`src/hw/rtl/srd_pkg.sv`:
```
package srd_pkg;

   // Field widths fixed by the stream format
   localparam int COORD_BITS_DEFAULT = 12;
   localparam int LEN_BITS           = 12;
   localparam int WIDTH_BITS         = 13;
   localparam int COLOR_BITS         = 8;
   localparam int BYTE_BITS          = 8;
   localparam int ACTION_BITS        = 2;
   localparam int PLAYER_BITS        = 3;
   localparam int CSR_INDEX_BITS     = 1;
   localparam int CSR_DATA_BITS      = WIDTH_BITS;

   // Register reset values
   localparam logic [PLAYER_BITS-1:0] PLAYER_RESET = '0;
   localparam logic [WIDTH_BITS-1:0]  WIDTH_RESET  = 13'd4096;

   // Configuration register indexes
   localparam logic [CSR_INDEX_BITS-1:0] REG_PLAYER_INDEX = 1'd0;
   localparam logic [CSR_INDEX_BITS-1:0] REG_IMAGE_WIDTH  = 1'd1;

   // Input actions
   localparam logic [ACTION_BITS-1:0] ACT_START_IMAGE = 2'd0;
   localparam logic [ACTION_BITS-1:0] ACT_START_ROW   = 2'd1;
   localparam logic [ACTION_BITS-1:0] ACT_STREAM_BYTE = 2'd2;

   // Command byte codes
   localparam logic [BYTE_BITS-1:0] CMD_SKIP_LONG   = 8'h03;
   localparam logic [BYTE_BITS-1:0] CMD_DISCARD_END = 8'h0f;
   localparam logic [1:0]           TAG_LIST        = 2'd0;
   localparam logic [1:0]           TAG_SKIP        = 2'd1;
   localparam logic [3:0]           LO_BIG_LIST     = 4'h2;
   localparam logic [3:0]           LO_PLAYER_LIST  = 4'h6;
   localparam logic [3:0]           LO_FILL         = 4'h7;
   localparam logic [3:0]           LO_PLAYER_FILL  = 4'ha;
   localparam logic [3:0]           LO_END_ROW      = 4'hf;

   typedef enum logic [2:0] {
      PH_IDLE,
      PH_COUNT,
      PH_COLOR,
      PH_LIST,
      PH_DISCARD
   } phase_type;

   typedef enum logic [1:0] {
      KIND_PLAIN,
      KIND_PLAYER,
      KIND_SKIP,
      KIND_BIG
   } kind_type;

   typedef struct packed {
      logic uses_player;
      logic overflow;
      logic bad_command;
      logic end_of_row;
      logic transparent;
   } flags_type;

endpackage

```
`src/hw/rtl/sprite_rle_row_decoder.sv`:
```
// Path: an accepted transaction is captured in the input register; its run loads the
// output register, which drives rsp_tvalid, once that register is free or draining.
// Throughput: one transaction per cycle while rsp_tready stays high; a stalled result
// lets one more transaction into the input register and then drops req_tready.
// Reset: synchronous, active high; clears both valid flags, the decoder state and the
// configuration registers (player 0, width 4096).
module sprite_rle_row_decoder #(
   parameter int COORD_BITS = srd_pkg::COORD_BITS_DEFAULT
) (
   input  logic                                 clock,
   input  logic                                 reset,
   // request channel
   input  logic                                 req_tvalid,
   output logic                                 req_tready,
   input  logic [((srd_pkg::BYTE_BITS + COORD_BITS + 7) / 8) * 8 - 1:0] req_tdata,
   // req_tdata: data_byte, left_margin, zero fill
   input  logic [srd_pkg::ACTION_BITS-1:0]      req_tuser,
   // req_tuser: action
   // response channel
   output logic                                 rsp_tvalid,
   input  logic                                 rsp_tready,
   output logic [((COORD_BITS + srd_pkg::LEN_BITS + srd_pkg::COLOR_BITS + 2 + 7) / 8) * 8
                 - 1:0]                         rsp_tdata,
   // rsp_tdata: run_x, run_length, run_color, overflow, uses_player, zero fill
   output logic [1:0]                           rsp_tuser,
   // rsp_tuser: transparent, bad_command
   output logic                                 rsp_tlast,
   // rsp_tlast: end_of_row
   // configuration port
   input  logic                                 csr_we,
   input  logic [srd_pkg::CSR_INDEX_BITS-1:0]   csr_index,
   input  logic [srd_pkg::CSR_DATA_BITS-1:0]    csr_wdata
);

   localparam int RSP_PAY_W  = COORD_BITS + srd_pkg::LEN_BITS + srd_pkg::COLOR_BITS + 2;
   localparam int RSP_DATA_W = ((RSP_PAY_W + 7) / 8) * 8;

   logic                                  in_valid_ff, in_valid_in;
   logic [srd_pkg::ACTION_BITS-1:0]       in_action_ff;
   logic [srd_pkg::BYTE_BITS-1:0]         in_byte_ff;
   logic [COORD_BITS-1:0]                 in_margin_ff;

   logic [srd_pkg::PLAYER_BITS-1:0]       player_index_ff;
   logic [srd_pkg::WIDTH_BITS-1:0]        image_width_ff;

   logic                                  rsp_valid_ff, rsp_valid_in;
   logic [COORD_BITS-1:0]                 rsp_x_ff;
   logic [srd_pkg::LEN_BITS-1:0]          rsp_len_ff;
   logic [srd_pkg::COLOR_BITS-1:0]        rsp_color_ff;
   srd_pkg::flags_type                    rsp_flags_ff;

   logic                                  req_fire;
   logic                                  step;
   logic                                  res_valid;
   logic [COORD_BITS-1:0]                 res_x;
   logic [srd_pkg::LEN_BITS-1:0]          res_length;
   logic [srd_pkg::COLOR_BITS-1:0]        res_color;
   srd_pkg::flags_type                    res_flags;

   // Handshake: decode when the output register is free or draining
   assign step       = in_valid_ff && (!rsp_valid_ff || rsp_tready);
   assign req_tready = !in_valid_ff || step;
   assign req_fire   = req_tvalid && req_tready;

   // Input register
   assign in_valid_in = req_fire ? 1'b1 : (step ? 1'b0 : in_valid_ff);

   always_ff @(posedge clock) begin
      if (reset) begin
         in_valid_ff <= 1'b0;
      end else begin
         in_valid_ff <= in_valid_in;
      end
   end

   always_ff @(posedge clock) begin
      if (req_fire) begin
         in_action_ff <= req_tuser;
         in_byte_ff   <= req_tdata[srd_pkg::BYTE_BITS-1:0];
         in_margin_ff <= req_tdata[srd_pkg::BYTE_BITS +: COORD_BITS];
      end
   end

   // Configuration registers
   always_ff @(posedge clock) begin
      if (reset) begin
         player_index_ff <= srd_pkg::PLAYER_RESET;
         image_width_ff  <= srd_pkg::WIDTH_RESET;
      end else if (csr_we) begin
         if (csr_index == srd_pkg::REG_PLAYER_INDEX) begin
            player_index_ff <= csr_wdata[srd_pkg::PLAYER_BITS-1:0];
         end
         if (csr_index == srd_pkg::REG_IMAGE_WIDTH) begin
            image_width_ff <= csr_wdata[srd_pkg::WIDTH_BITS-1:0];
         end
      end
   end

   srd_core #(
      .COORD_BITS (COORD_BITS)
   ) u_core (
      .clock        (clock),
      .reset        (reset),
      .step         (step),
      .action       (in_action_ff),
      .data_byte    (in_byte_ff),
      .left_margin  (in_margin_ff),
      .player_index (player_index_ff),
      .image_width  (image_width_ff),
      .res_valid    (res_valid),
      .res_x        (res_x),
      .res_length   (res_length),
      .res_color    (res_color),
      .res_flags    (res_flags)
   );

   // Output register: load a new run, drop a taken one
   assign rsp_valid_in = step ? res_valid : (rsp_tready ? 1'b0 : rsp_valid_ff);

   always_ff @(posedge clock) begin
      if (reset) begin
         rsp_valid_ff <= 1'b0;
      end else begin
         rsp_valid_ff <= rsp_valid_in;
      end
   end

   always_ff @(posedge clock) begin
      if (step && res_valid) begin
         rsp_x_ff     <= res_x;
         rsp_len_ff   <= res_length;
         rsp_color_ff <= res_color;
         rsp_flags_ff <= res_flags;
      end
   end

   assign rsp_tvalid = rsp_valid_ff;
   assign rsp_tdata  = RSP_DATA_W'({rsp_flags_ff.uses_player, rsp_flags_ff.overflow,
                                    rsp_color_ff, rsp_len_ff, rsp_x_ff});
   assign rsp_tuser  = {rsp_flags_ff.bad_command, rsp_flags_ff.transparent};
   assign rsp_tlast  = rsp_flags_ff.end_of_row;

`ifndef SYNTHESIS
   // A stalled result is never replaced by a new decode
   a_no_overwrite: assert property (@(posedge clock) disable iff (reset)
      rsp_valid_ff && !rsp_tready |-> !step)
      else $error("output register overwritten while stalled");

   // An accepted transaction occupies the input register on the next cycle
   a_in_loaded: assert property (@(posedge clock) disable iff (reset)
      req_fire |=> in_valid_ff)
      else $error("accepted transaction lost");

   // Row end and error markers carry no pixels
   a_marker_empty: assert property (@(posedge clock) disable iff (reset)
      rsp_valid_ff && (rsp_flags_ff.end_of_row || rsp_flags_ff.bad_command)
      |-> rsp_len_ff == '0 && !rsp_flags_ff.overflow && !rsp_flags_ff.transparent)
      else $error("marker result carries a run");

   // Skips are colourless and never empty
   a_skip_shape: assert property (@(posedge clock) disable iff (reset)
      rsp_valid_ff && rsp_flags_ff.transparent
      |-> rsp_color_ff == '0 && rsp_len_ff != '0)
      else $error("malformed transparent run");
`endif

endmodule

```
`src/hw/rtl/srd_core.sv`:
```
module srd_core #(
   parameter int COORD_BITS = srd_pkg::COORD_BITS_DEFAULT
) (
   input  logic                                clock,
   input  logic                                reset,
   input  logic                                step,
   input  logic [srd_pkg::ACTION_BITS-1:0]     action,
   input  logic [srd_pkg::BYTE_BITS-1:0]       data_byte,
   input  logic [COORD_BITS-1:0]               left_margin,
   input  logic [srd_pkg::PLAYER_BITS-1:0]     player_index,
   input  logic [srd_pkg::WIDTH_BITS-1:0]      image_width,
   output logic                                res_valid,
   output logic [COORD_BITS-1:0]               res_x,
   output logic [srd_pkg::LEN_BITS-1:0]        res_length,
   output logic [srd_pkg::COLOR_BITS-1:0]      res_color,
   output srd_pkg::flags_type                  res_flags
);

   localparam int XW    = COORD_BITS + 1;
   localparam int SUM_W = ((XW > srd_pkg::WIDTH_BITS) ? XW : srd_pkg::WIDTH_BITS) + 1;

   srd_pkg::phase_type                 phase_ff, phase_in;
   srd_pkg::kind_type                  kind_ff, kind_in;
   logic [srd_pkg::LEN_BITS-1:0]       remaining_ff, remaining_in;
   logic [3:0]                         count_high_ff, count_high_in;
   logic [XW-1:0]                      x_pos_ff, x_pos_in;
   logic                               player_used_ff, player_used_in;

   logic                               emit_en;
   logic [srd_pkg::LEN_BITS-1:0]       emit_len;
   logic [srd_pkg::COLOR_BITS-1:0]     emit_color;
   logic                               emit_transp;
   logic                               emit_eor;
   logic                               emit_bad;

   logic [3:0]                         lo;
   logic [3:0]                         hi;
   logic [3:0]                         band;
   logic [srd_pkg::COLOR_BITS-1:0]     tint;
   logic [srd_pkg::COLOR_BITS-1:0]     pick_color;
   logic [srd_pkg::LEN_BITS-1:0]       rem_dec;
   logic [srd_pkg::LEN_BITS-1:0]       big_count;
   logic [SUM_W-1:0]                   x_sum;
   logic [XW-1:0]                      x_sat;

   // Byte fields and player colour band
   assign lo         = data_byte[3:0];
   assign hi         = data_byte[7:4];
   assign band       = 4'(player_index) + 4'd1;
   assign tint       = data_byte + {band, 4'b0000};
   assign pick_color = (kind_ff == srd_pkg::KIND_PLAYER) ? tint : data_byte;
   assign rem_dec    = remaining_ff - srd_pkg::LEN_BITS'(1);
   assign big_count  = {count_high_ff, data_byte};

   // Decode one transaction: next state and the run it draws
   always_comb begin
      phase_in       = phase_ff;
      kind_in        = kind_ff;
      remaining_in   = remaining_ff;
      count_high_in  = count_high_ff;
      player_used_in = player_used_ff;
      emit_en        = 1'b0;
      emit_len       = '0;
      emit_color     = '0;
      emit_transp    = 1'b0;
      emit_eor       = 1'b0;
      emit_bad       = 1'b0;
      if (step) begin
         if (action == srd_pkg::ACT_START_IMAGE) begin
            phase_in       = srd_pkg::PH_IDLE;
            kind_in        = srd_pkg::KIND_PLAIN;
            remaining_in   = '0;
            count_high_in  = '0;
            player_used_in = 1'b0;
         end else if (action == srd_pkg::ACT_START_ROW) begin
            phase_in     = srd_pkg::PH_IDLE;
            remaining_in = '0;
         end else if (action == srd_pkg::ACT_STREAM_BYTE) begin
            case (phase_ff)
               srd_pkg::PH_COUNT: begin
                  if (kind_ff == srd_pkg::KIND_SKIP) begin
                     phase_in = srd_pkg::PH_IDLE;
                     if (data_byte != '0) begin
                        emit_en     = 1'b1;
                        emit_len    = srd_pkg::LEN_BITS'(data_byte);
                        emit_transp = 1'b1;
                     end
                  end else if (kind_ff == srd_pkg::KIND_BIG) begin
                     remaining_in = big_count;
                     kind_in      = srd_pkg::KIND_PLAIN;
                     phase_in     = (big_count != '0) ? srd_pkg::PH_LIST : srd_pkg::PH_IDLE;
                  end else begin
                     remaining_in = srd_pkg::LEN_BITS'(data_byte);
                     phase_in     = srd_pkg::PH_COLOR;
                  end
               end
               srd_pkg::PH_COLOR: begin
                  phase_in = srd_pkg::PH_IDLE;
                  if (remaining_ff != '0) begin
                     emit_en    = 1'b1;
                     emit_len   = remaining_ff;
                     emit_color = pick_color;
                  end
               end
               srd_pkg::PH_LIST: begin
                  emit_en      = 1'b1;
                  emit_len     = srd_pkg::LEN_BITS'(1);
                  emit_color   = pick_color;
                  remaining_in = rem_dec;
                  if (rem_dec == '0) begin
                     phase_in = srd_pkg::PH_IDLE;
                  end
               end
               srd_pkg::PH_DISCARD: begin
                  if (data_byte == srd_pkg::CMD_DISCARD_END) begin
                     phase_in = srd_pkg::PH_IDLE;
                  end
               end
               default: begin
                  // idle: this byte is a command
                  phase_in = srd_pkg::PH_IDLE;
                  if (data_byte == srd_pkg::CMD_SKIP_LONG) begin
                     kind_in  = srd_pkg::KIND_SKIP;
                     phase_in = srd_pkg::PH_COUNT;
                  end else if (data_byte[1:0] == srd_pkg::TAG_LIST && data_byte != '0) begin
                     remaining_in = srd_pkg::LEN_BITS'(data_byte[7:2]);
                     kind_in      = srd_pkg::KIND_PLAIN;
                     phase_in     = srd_pkg::PH_LIST;
                  end else if (data_byte[1:0] == srd_pkg::TAG_SKIP
                               && data_byte != srd_pkg::BYTE_BITS'(1)) begin
                     emit_en     = 1'b1;
                     emit_len    = srd_pkg::LEN_BITS'(data_byte[7:2]);
                     emit_transp = 1'b1;
                  end else if (lo == srd_pkg::LO_BIG_LIST) begin
                     count_high_in = hi;
                     kind_in       = srd_pkg::KIND_BIG;
                     phase_in      = srd_pkg::PH_COUNT;
                  end else if (lo == srd_pkg::LO_PLAYER_LIST && hi != '0) begin
                     player_used_in = 1'b1;
                     remaining_in   = srd_pkg::LEN_BITS'(hi);
                     kind_in        = srd_pkg::KIND_PLAYER;
                     phase_in       = srd_pkg::PH_LIST;
                  end else if (lo == srd_pkg::LO_FILL || lo == srd_pkg::LO_PLAYER_FILL) begin
                     if (lo == srd_pkg::LO_PLAYER_FILL) begin
                        kind_in        = srd_pkg::KIND_PLAYER;
                        player_used_in = 1'b1;
                     end else begin
                        kind_in = srd_pkg::KIND_PLAIN;
                     end
                     remaining_in = srd_pkg::LEN_BITS'(hi);
                     phase_in     = (hi != '0) ? srd_pkg::PH_COLOR : srd_pkg::PH_COUNT;
                  end else if (lo == srd_pkg::LO_END_ROW) begin
                     emit_en  = 1'b1;
                     emit_eor = 1'b1;
                  end else begin
                     phase_in = srd_pkg::PH_DISCARD;
                     emit_en  = 1'b1;
                     emit_bad = 1'b1;
                  end
               end
            endcase
         end
      end
   end

   // Advance x past the run, saturating
   assign x_sum = SUM_W'(x_pos_ff) + SUM_W'(emit_len);
   assign x_sat = (|x_sum[SUM_W-1:XW]) ? '1 : x_sum[XW-1:0];

   always_comb begin
      x_pos_in = x_pos_ff;
      if (step && action == srd_pkg::ACT_START_IMAGE) begin
         x_pos_in = '0;
      end else if (step && action == srd_pkg::ACT_START_ROW) begin
         x_pos_in = XW'(left_margin);
      end else if (emit_en) begin
         x_pos_in = x_sat;
      end
   end

   // Result fields
   assign res_valid               = emit_en;
   assign res_x                   = x_pos_ff[COORD_BITS] ? '1 : x_pos_ff[COORD_BITS-1:0];
   assign res_length              = emit_len;
   assign res_color               = emit_color;
   assign res_flags.transparent   = emit_transp;
   assign res_flags.end_of_row    = emit_eor;
   assign res_flags.bad_command   = emit_bad;
   assign res_flags.overflow      = (emit_len != '0) && (x_sum > SUM_W'(image_width));
   assign res_flags.uses_player   = player_used_ff;

   // State registers
   always_ff @(posedge clock) begin
      if (reset) begin
         phase_ff       <= srd_pkg::PH_IDLE;
         kind_ff        <= srd_pkg::KIND_PLAIN;
         remaining_ff   <= '0;
         count_high_ff  <= '0;
         x_pos_ff       <= '0;
         player_used_ff <= 1'b0;
      end else begin
         phase_ff       <= phase_in;
         kind_ff        <= kind_in;
         remaining_ff   <= remaining_in;
         count_high_ff  <= count_high_in;
         x_pos_ff       <= x_pos_in;
         player_used_ff <= player_used_in;
      end
   end

endmodule
```
`config.mk`:
```
export PLATFORM = sky130hd
export DESIGN_NAME = sprite_rle_row_decoder
export DESIGN_NICKNAME = d
export VERILOG_FILES = /design/src/hw/rtl/srd_pkg.sv /design/src/hw/rtl/sprite_rle_row_decoder.sv /design/src/hw/rtl/srd_core.sv
export SDC_FILE = /design/constraint.sdc
export NUM_CORES = 1
export LEC_CHECK = 0
export ABC_AREA = 1
export ABC_CLOCK_PERIOD_IN_PS = 3700
export BUFFER_PORTS_ARGS = -buffer_cell sky130_fd_sc_hd__buf_4
export CORE_MARGIN = 5
export CORE_UTILIZATION = 41
export CTS_CLUSTER_DIAMETER = 100
export CTS_CLUSTER_SIZE = 28
export DETAILED_ROUTE_END_ITERATION = 8
export GPL_ROUTABILITY_DRIVEN = 0
export GPL_TIMING_DRIVEN = 0
export SLEW_MARGIN = 20
export SYNTH_ARGS = -nofsm -noshare
export SYNTH_HDL_FRONTEND = slang
export SYNTH_SLANG_ARGS = --single-unit
```
`constraint.sdc`:
```
create_clock -name clock -period 3.7 [get_ports clock]
set_clock_uncertainty 0.1 [all_clocks]
set_input_delay 0.74 -clock clock [delete_from_list [all_inputs] [get_ports clock]]
set_output_delay 0.74 -clock clock [all_outputs]
set_load 0.005 [all_outputs]
```
==> results.tsv, run 1 <==
metric	value	unit
outcome	complete, but fails checks	
fin_cells	1226	
synth_flop_cell	edfxtp_1	
drtPass1Iterations	5	
max_cap_viol_count	0	
setup_viol	1	
cpPeakStageDelay	0.37	ns
worstSetupStartpointType	register	
leakagePower	3.98	nW
wl_met2	8740	um
grt_pass1_wl	30800	um
h-tree-depth	3	
peakVddDrop	260	uV
wl_met1	9540	um
drt-vias-per-instance	5.25	
max_freq	267	MHz
drive_gt1_share	31.8	%
grt_pass1_vias	5848	
endpoint_kind	register	
multiInputGateArea	3840	sq um
top_layer_used	met4	
rows	46	
worst_ep_arrival_time	3.86	ns
register_area	2850	sq um
vias	6436	
tightest_slew	0.922	ns
path_max_fanout	6	
power.density	344	nW/um^2
syn_to_final_growth	33.2	%
post-route-util	55.7	%
clock_path_buffers	2	
cts_tree	built	
grt_max_degree	39	
synth_area_leaders	edfxtp_1, dfxtp_1, nand2_1, nor2_1, ha_1	
path_class	register to register	
cp.required	3.82	ns
crit_top_cell	buf_4	
fillCellCount	1432	
synthTopCellsByCount	nand2_1, nor2_1, inv_1, a21oi_1, edfxtp_1	
cts_buffers	9	
wl_per_cell	16.6	um
synth_seq_cells	112	
slowest_stage	dfxtp_4	
cts_root_buf	clkbuf_16	
post-place-cells	1148	
synth_top_area_share	26.6	%
yosysMostFrequentCell	nand2_1	
min_period	3.74	ns
die_h	138	um
antenna_found_initial	0	
port_buffers	78	
cts_num_sinks	112	
violations	negative setup slack	
synth-edff-count	59	
fin_ws	-0.0390	ns
synth_cells	849	
route.detailed.drc	0	
coreArea	15900	sq um
rsz0062_at_grt	true	
hp-class	register to register	
synthesis.area	6670	sq um
antenna_left	0	
r2r_setup_slack	-0.04	ns
tns	-0.0390	ns
ys_seq_area_share	42.5	%
initial_core_util	41.8	%
drt_wl_total	20300	um
dieWidth	138	um
relSlewSlack	38.5	%
final_max_slew_viol_count	0	
overflow	0	
period_share	101	%
die_area	18900	sq um
finalHoldViolCount	0	
avgSynthCellArea	7.85	sq um
hpwl	14400	um
synth_top_area_cell	edfxtp_1	
clock_latency	0.36	ns
cts.reportedPaths.clkPinSlew	0.08	ns
synth_cell_types	47	
grt_usage	21.1	%
antenna_cells	0	
drt_iter0_markers	784	
async_flop_share	0	%
layout.nets	1083	
met3WireLength	1470	um
ios	90	
ys_warn_count	0	
## placed cells by master, fill, tap and decap left out, types with 4 or more instances in the layout
master and count:
a21oi_1 50, a21oi_2 12, a21oi_4 4, buf_4 140, buf_6 10, clkbuf_1 9
clkbuf_16 10, conb_1 6, dfxtp_1 46, dfxtp_4 4, edfxtp_1 59, ha_1 22
ha_4 8, inv_1 71, inv_2 20, inv_4 4, nand2_1 146, nand2_2 16
nand2_4 10, nand3_1 52, nand3_2 4, nand3_4 5, nand3b_1 4, nand4_1 6
nor2_1 115, nor2_2 12, nor2_4 12, nor3_1 9, o211ai_1 7, o21ai_0 36
o21ai_1 22, o21ai_2 8, o22ai_1 6, or2_2 11, xor2_1 6
## final timing paths
kind | from | end | depth (start not counted)
max | u_core.phase_ff[2]$_SDFFE_PP0P_ | rsp_tdata[32]$_DFFE_PP_ | 26
max reg2reg | u_core.phase_ff[2]$_SDFFE_PP0P_ | rsp_tdata[32]$_DFFE_PP_ | 26
min reg2reg | image_width_ff[4]$_SDFFE_PP0P_ | image_width_ff[4]$_SDFFE_PP0P_ | 2
min | image_width_ff[4]$_SDFFE_PP0P_ | image_width_ff[4]$_SDFFE_PP0P_ | 2
## metal layers
| metal | up-vias | global-route usage [%] |
|---|---|---|
| li1 | 3132 | - |
| met1 | 2977 | 31.7 |
| met2 | 278 | 30.7 |
| met3 | 49 | 2.85 |
| met4 | 0 | 7.87 |
| met5 | - | 0 |
## metrics by stage
stage | cell area (sq um) | hold WS (ns) | worst slack [ns] | total power [mW]
4_1_cts | 8450 | 0.372 | 0.00806 | 2.99
5_1_grt | 8880 | 0.400 | -0.227 | 3.19
3_3_place_gp | 7580 | 0.354 | -0.740 | 1.96
6_report | 8880 | 0.369 | -0.0390 | 3.05
2_1_floorplan | 6720 | 0.308 | 0.0100 | 1.80
3_5_place_dp | 7580 | 0.360 | -0.694 | 1.97
## sequential cells by signal, indices dropped and copies added (netlist names)
register	count
in_byte_ff	8
u_core.count_high_ff	4
rsp_tvalid	1
rsp_tuser	2
in_action_ff	2
in_valid_ff	1
rsp_tdata	2
rsp_x_ff	12
player_index_ff	3
u_core.kind_ff	2
u_core.phase_ff	3
rsp_len_ff	12
u_core.x_pos_ff	13
rsp_tlast	1
rsp_color_ff	8
image_width_ff	13
u_core.remaining_ff	12
in_margin_ff	12
u_core.player_used_ff	1
## report_power, final
part / switching, mW / total [mW] / internal [mW]
combinational: 0.386 / 0.656 / 0.270
sequential: 0.0521 / 1.41 / 1.36
clock: 0.472 / 0.981 / 0.508
total: 0.911 / 3.05 / 2.14
## worst max-delay path: cells and delay by family, from the launching register on
family,cells,cell delay (ns)
buffers and inverters,18,2.18
AND/OR/NAND/NOR,6,0.75
flip-flops,1,0.37
AO/OA/AOI/OAI,2,0.20
## final cells by class
class | instances | share of cell area [%]
clock buffers | 12 | 2.90
multi-input cells | 624 | 43.2
plain buffers | 23 | 1.89
inverters | 95 | 4.16
flip-flops and latches | 112 | 32.1
clock inverters | 4 | 0.395
well taps | 216 | 3.04
repair buffers | 140 | 12.3
## what timing repair did
| item | 4_1_cts | 5_1_grt |
|---|---|---|
| cloned | 0 | 0 |
| endpoints found under the setup margin | 1 | 1 |
| hold buffers | 0 | 0 |
| pin swaps | 25 | 44 |
| buffers inserted | 42 | 20 |
| gates resized for setup | 65 | 66 |
## kinds of logic after synthesis
group                    Yosys count  synth area share [%]
XOR/XNOR                          14                  1.84
buffers and inverters            118                  7.52
adder cells (fa/ha/maj)           33                  6.42
AND/OR/NAND/NOR                  414                  28.7
other                              1                0.0562
AO/OA/AOI/OAI                    157                  13.0
flip-flops                       112                  42.5
(Power assumes the default switching activity.)
==> run 2: changes to the inputs <==
--- a/config.mk
+++ b/config.mk
@@ -8,6 +8,7 @@
 export ABC_AREA = 1
 export ABC_CLOCK_PERIOD_IN_PS = 3700
 export BUFFER_PORTS_ARGS = -buffer_cell sky130_fd_sc_hd__buf_4
+export CORE_ASPECT_RATIO = 1.1
 export CORE_MARGIN = 5
 export CORE_UTILIZATION = 41
 export CTS_CLUSTER_DIAMETER = 100
@@ -19,3 +20,4 @@
 export SYNTH_ARGS = -nofsm -noshare
 export SYNTH_HDL_FRONTEND = slang
 export SYNTH_SLANG_ARGS = --single-unit
+export TNS_END_PERCENT = 30
==> results.tsv, run 2 (synthesis results as in run 1) <==
metric	value	unit
die_h	144	um
ios	90	
endpoint_kind	register	
cts_num_sinks	112	
antenna_cells	0	
final_area	8730	sq um
antenna_found_initial	0	
drtPass1Iterations	7	
post-place-cells	1136	
hpwl	14700	um
grt_max_degree	39	
vias	6239	
cts_tree	built	
die_area	18900	sq um
cp_top_family	simple AND/OR/NAND/NOR gates	
hp-class	register to register	
tns	0	ns
rows	49	
peakVddDrop	239	uV
max_cap_viol_count	0	
finalPower	3.07	mW
route.detailed.drc	0	
cp.required	3.70	ns
outcome	completed	
slowest_stage	ha_1	
path_class	primary input to register	
drt-vias-per-instance	5.19	
worst_ep_arrival_time	3.62	ns
clock_path_buffers	2	
holdBufCountCts	0	
drt_wl_total	20100	um
dpl_cell_area	7560	sq um
drt_iter0_markers	530	
dieWidth	132	um
power.density	351	nW/um^2
register_area	2840	sq um
worstSetupStartpointType	primary input	
grt_usage	20.8	%
wl_per_cell	16.7	um
tightest_slew	1.01	ns
period_share	97.8	%
fin_cells	1202	
leakagePower	3.91	nW
path_max_fanout	5	
layout.nets	1071	
final_cell_mix	nand2_1, buf_4, nor2_1	
path_buf_inv	4	
fillCellCount	1569	
grt_pass1_wl	31100	um
h-tree-depth	3	
reg.largest.list	image_width_ff: 13 flops, u_core.x_pos_ff: 13 flops	
initial_core_util	41.2	%
clock_latency	0.37	ns
cts_buffers	9	
post-route-util	53.9	%
syn_to_final_growth	30.9	%
grt_pass1_vias	5970	
max_freq	276	MHz
cpPeakStageDelay	0.29	ns
final_common_cell	nand2_1	
cts_root_buf	clkbuf_16	
overflow	0	
cts.reportedPaths.clkPinSlew	0.07	ns
min_period	3.62	ns
multiInputGateArea	3820	sq um
final_max_slew_viol_count	0	
crit_top_cell	nand2_1	
port_buffers	78	
setup_viol	0	
finalHoldViolCount	0	
coreArea	16200	sq um
relSlewSlack	32.9	%
antenna_left	0	
rsz0062_at_grt	true	
drive_gt1_share	30.6	%
==> run 2: changes by cell type in the layout (fill, tap and decap cells not counted), sizes merged <==
cell      change
buf          -12
clkbuf        -3
clkinvlp      +2
bufinv        +1
clkinv        +1
inv           -1
==> run 2: layout make-up <==
| cell class | count | share of cell area [%] |
|---|---|---|
| multi-input combinational | 624 | 43.8 |
| sequential | 112 | 32.6 |
| buffer | 23 | 1.88 |
| clock buffer | 9 | 2.58 |
| tap | 204 | 2.92 |
| clock inverter | 7 | 0.917 |
| timing repair buffer | 128 | 11.0 |
| inverter | 95 | 4.31 |
==> run 2: where the power goes <==
group / leakage, nW / switching (mW) / total [mW] / internal [mW]
combinational: 2.77 / 0.383 / 0.645 / 0.262
sequential: 0.996 / 0.0488 / 1.41 / 1.36
clock: 0.143 / 0.479 / 1.01 / 0.533
total: 3.91 / 0.911 / 3.07 / 2.16
==> run 2: worst reg2reg max path: cells and delay by family, from the launching register on <==
| family | cells | cell delay, ns |
|---|---|---|
| AOI/OAI and AO/OA | 2 | 0.21 |
| xor gates and xnor gates | 1 | 0.16 |
| adders and majority gates | 3 | 0.83 |
| buffers and inverters | 3 | 0.31 |
| DFF | 1 | 0.38 |
| and+or+nand+nor | 17 | 1.34 |
==> run 2: repair_timing <==
item,in CTS,in global routing
gates cloned,1,0
resized for setup,65,55
pin swaps,27,29
buffers inserted,33,16
setup endpoints to repair,1,1
==> run 2: final timing paths <==
path / start / slack (ns) / endpoint / depth (start not counted)
worst max-delay path: rsp_tready / 0.08 / rsp_tdata[32]$_DFFE_PP_ / 26
worst min-delay path: image_width_ff[8]$_SDFFE_PP0P_ / 0.37 / image_width_ff[8]$_SDFFE_PP0P_ / 2
worst max register to register: u_core.phase_ff[2]$_SDFFE_PP0P_ / 0.13 / rsp_tdata[32]$_DFFE_PP_ / 26
worst min register to register: image_width_ff[8]$_SDFFE_PP0P_ / 0.37 / image_width_ff[8]$_SDFFE_PP0P_ / 2
==> run 2: per-stage QoR <==
stage,hold slack [ns],setup slack [ns]
2_1_floorplan,0.308,0.0100
3_3_place_gp,0.354,-0.723
3_5_place_dp,0.360,-0.817
4_1_cts,0.370,0.00372
5_1_grt,0.393,-0.0498
6_report,0.366,0.0797
==> run 2: metal layers <==
metal,GRT usage [%],vias up,routed length (um)
li1,-,3103,-
met1,25.1,2864,8280
met2,35.6,213,9680
met3,4.38,59,1210
met4,10.1,0,927
met5,0,-,0
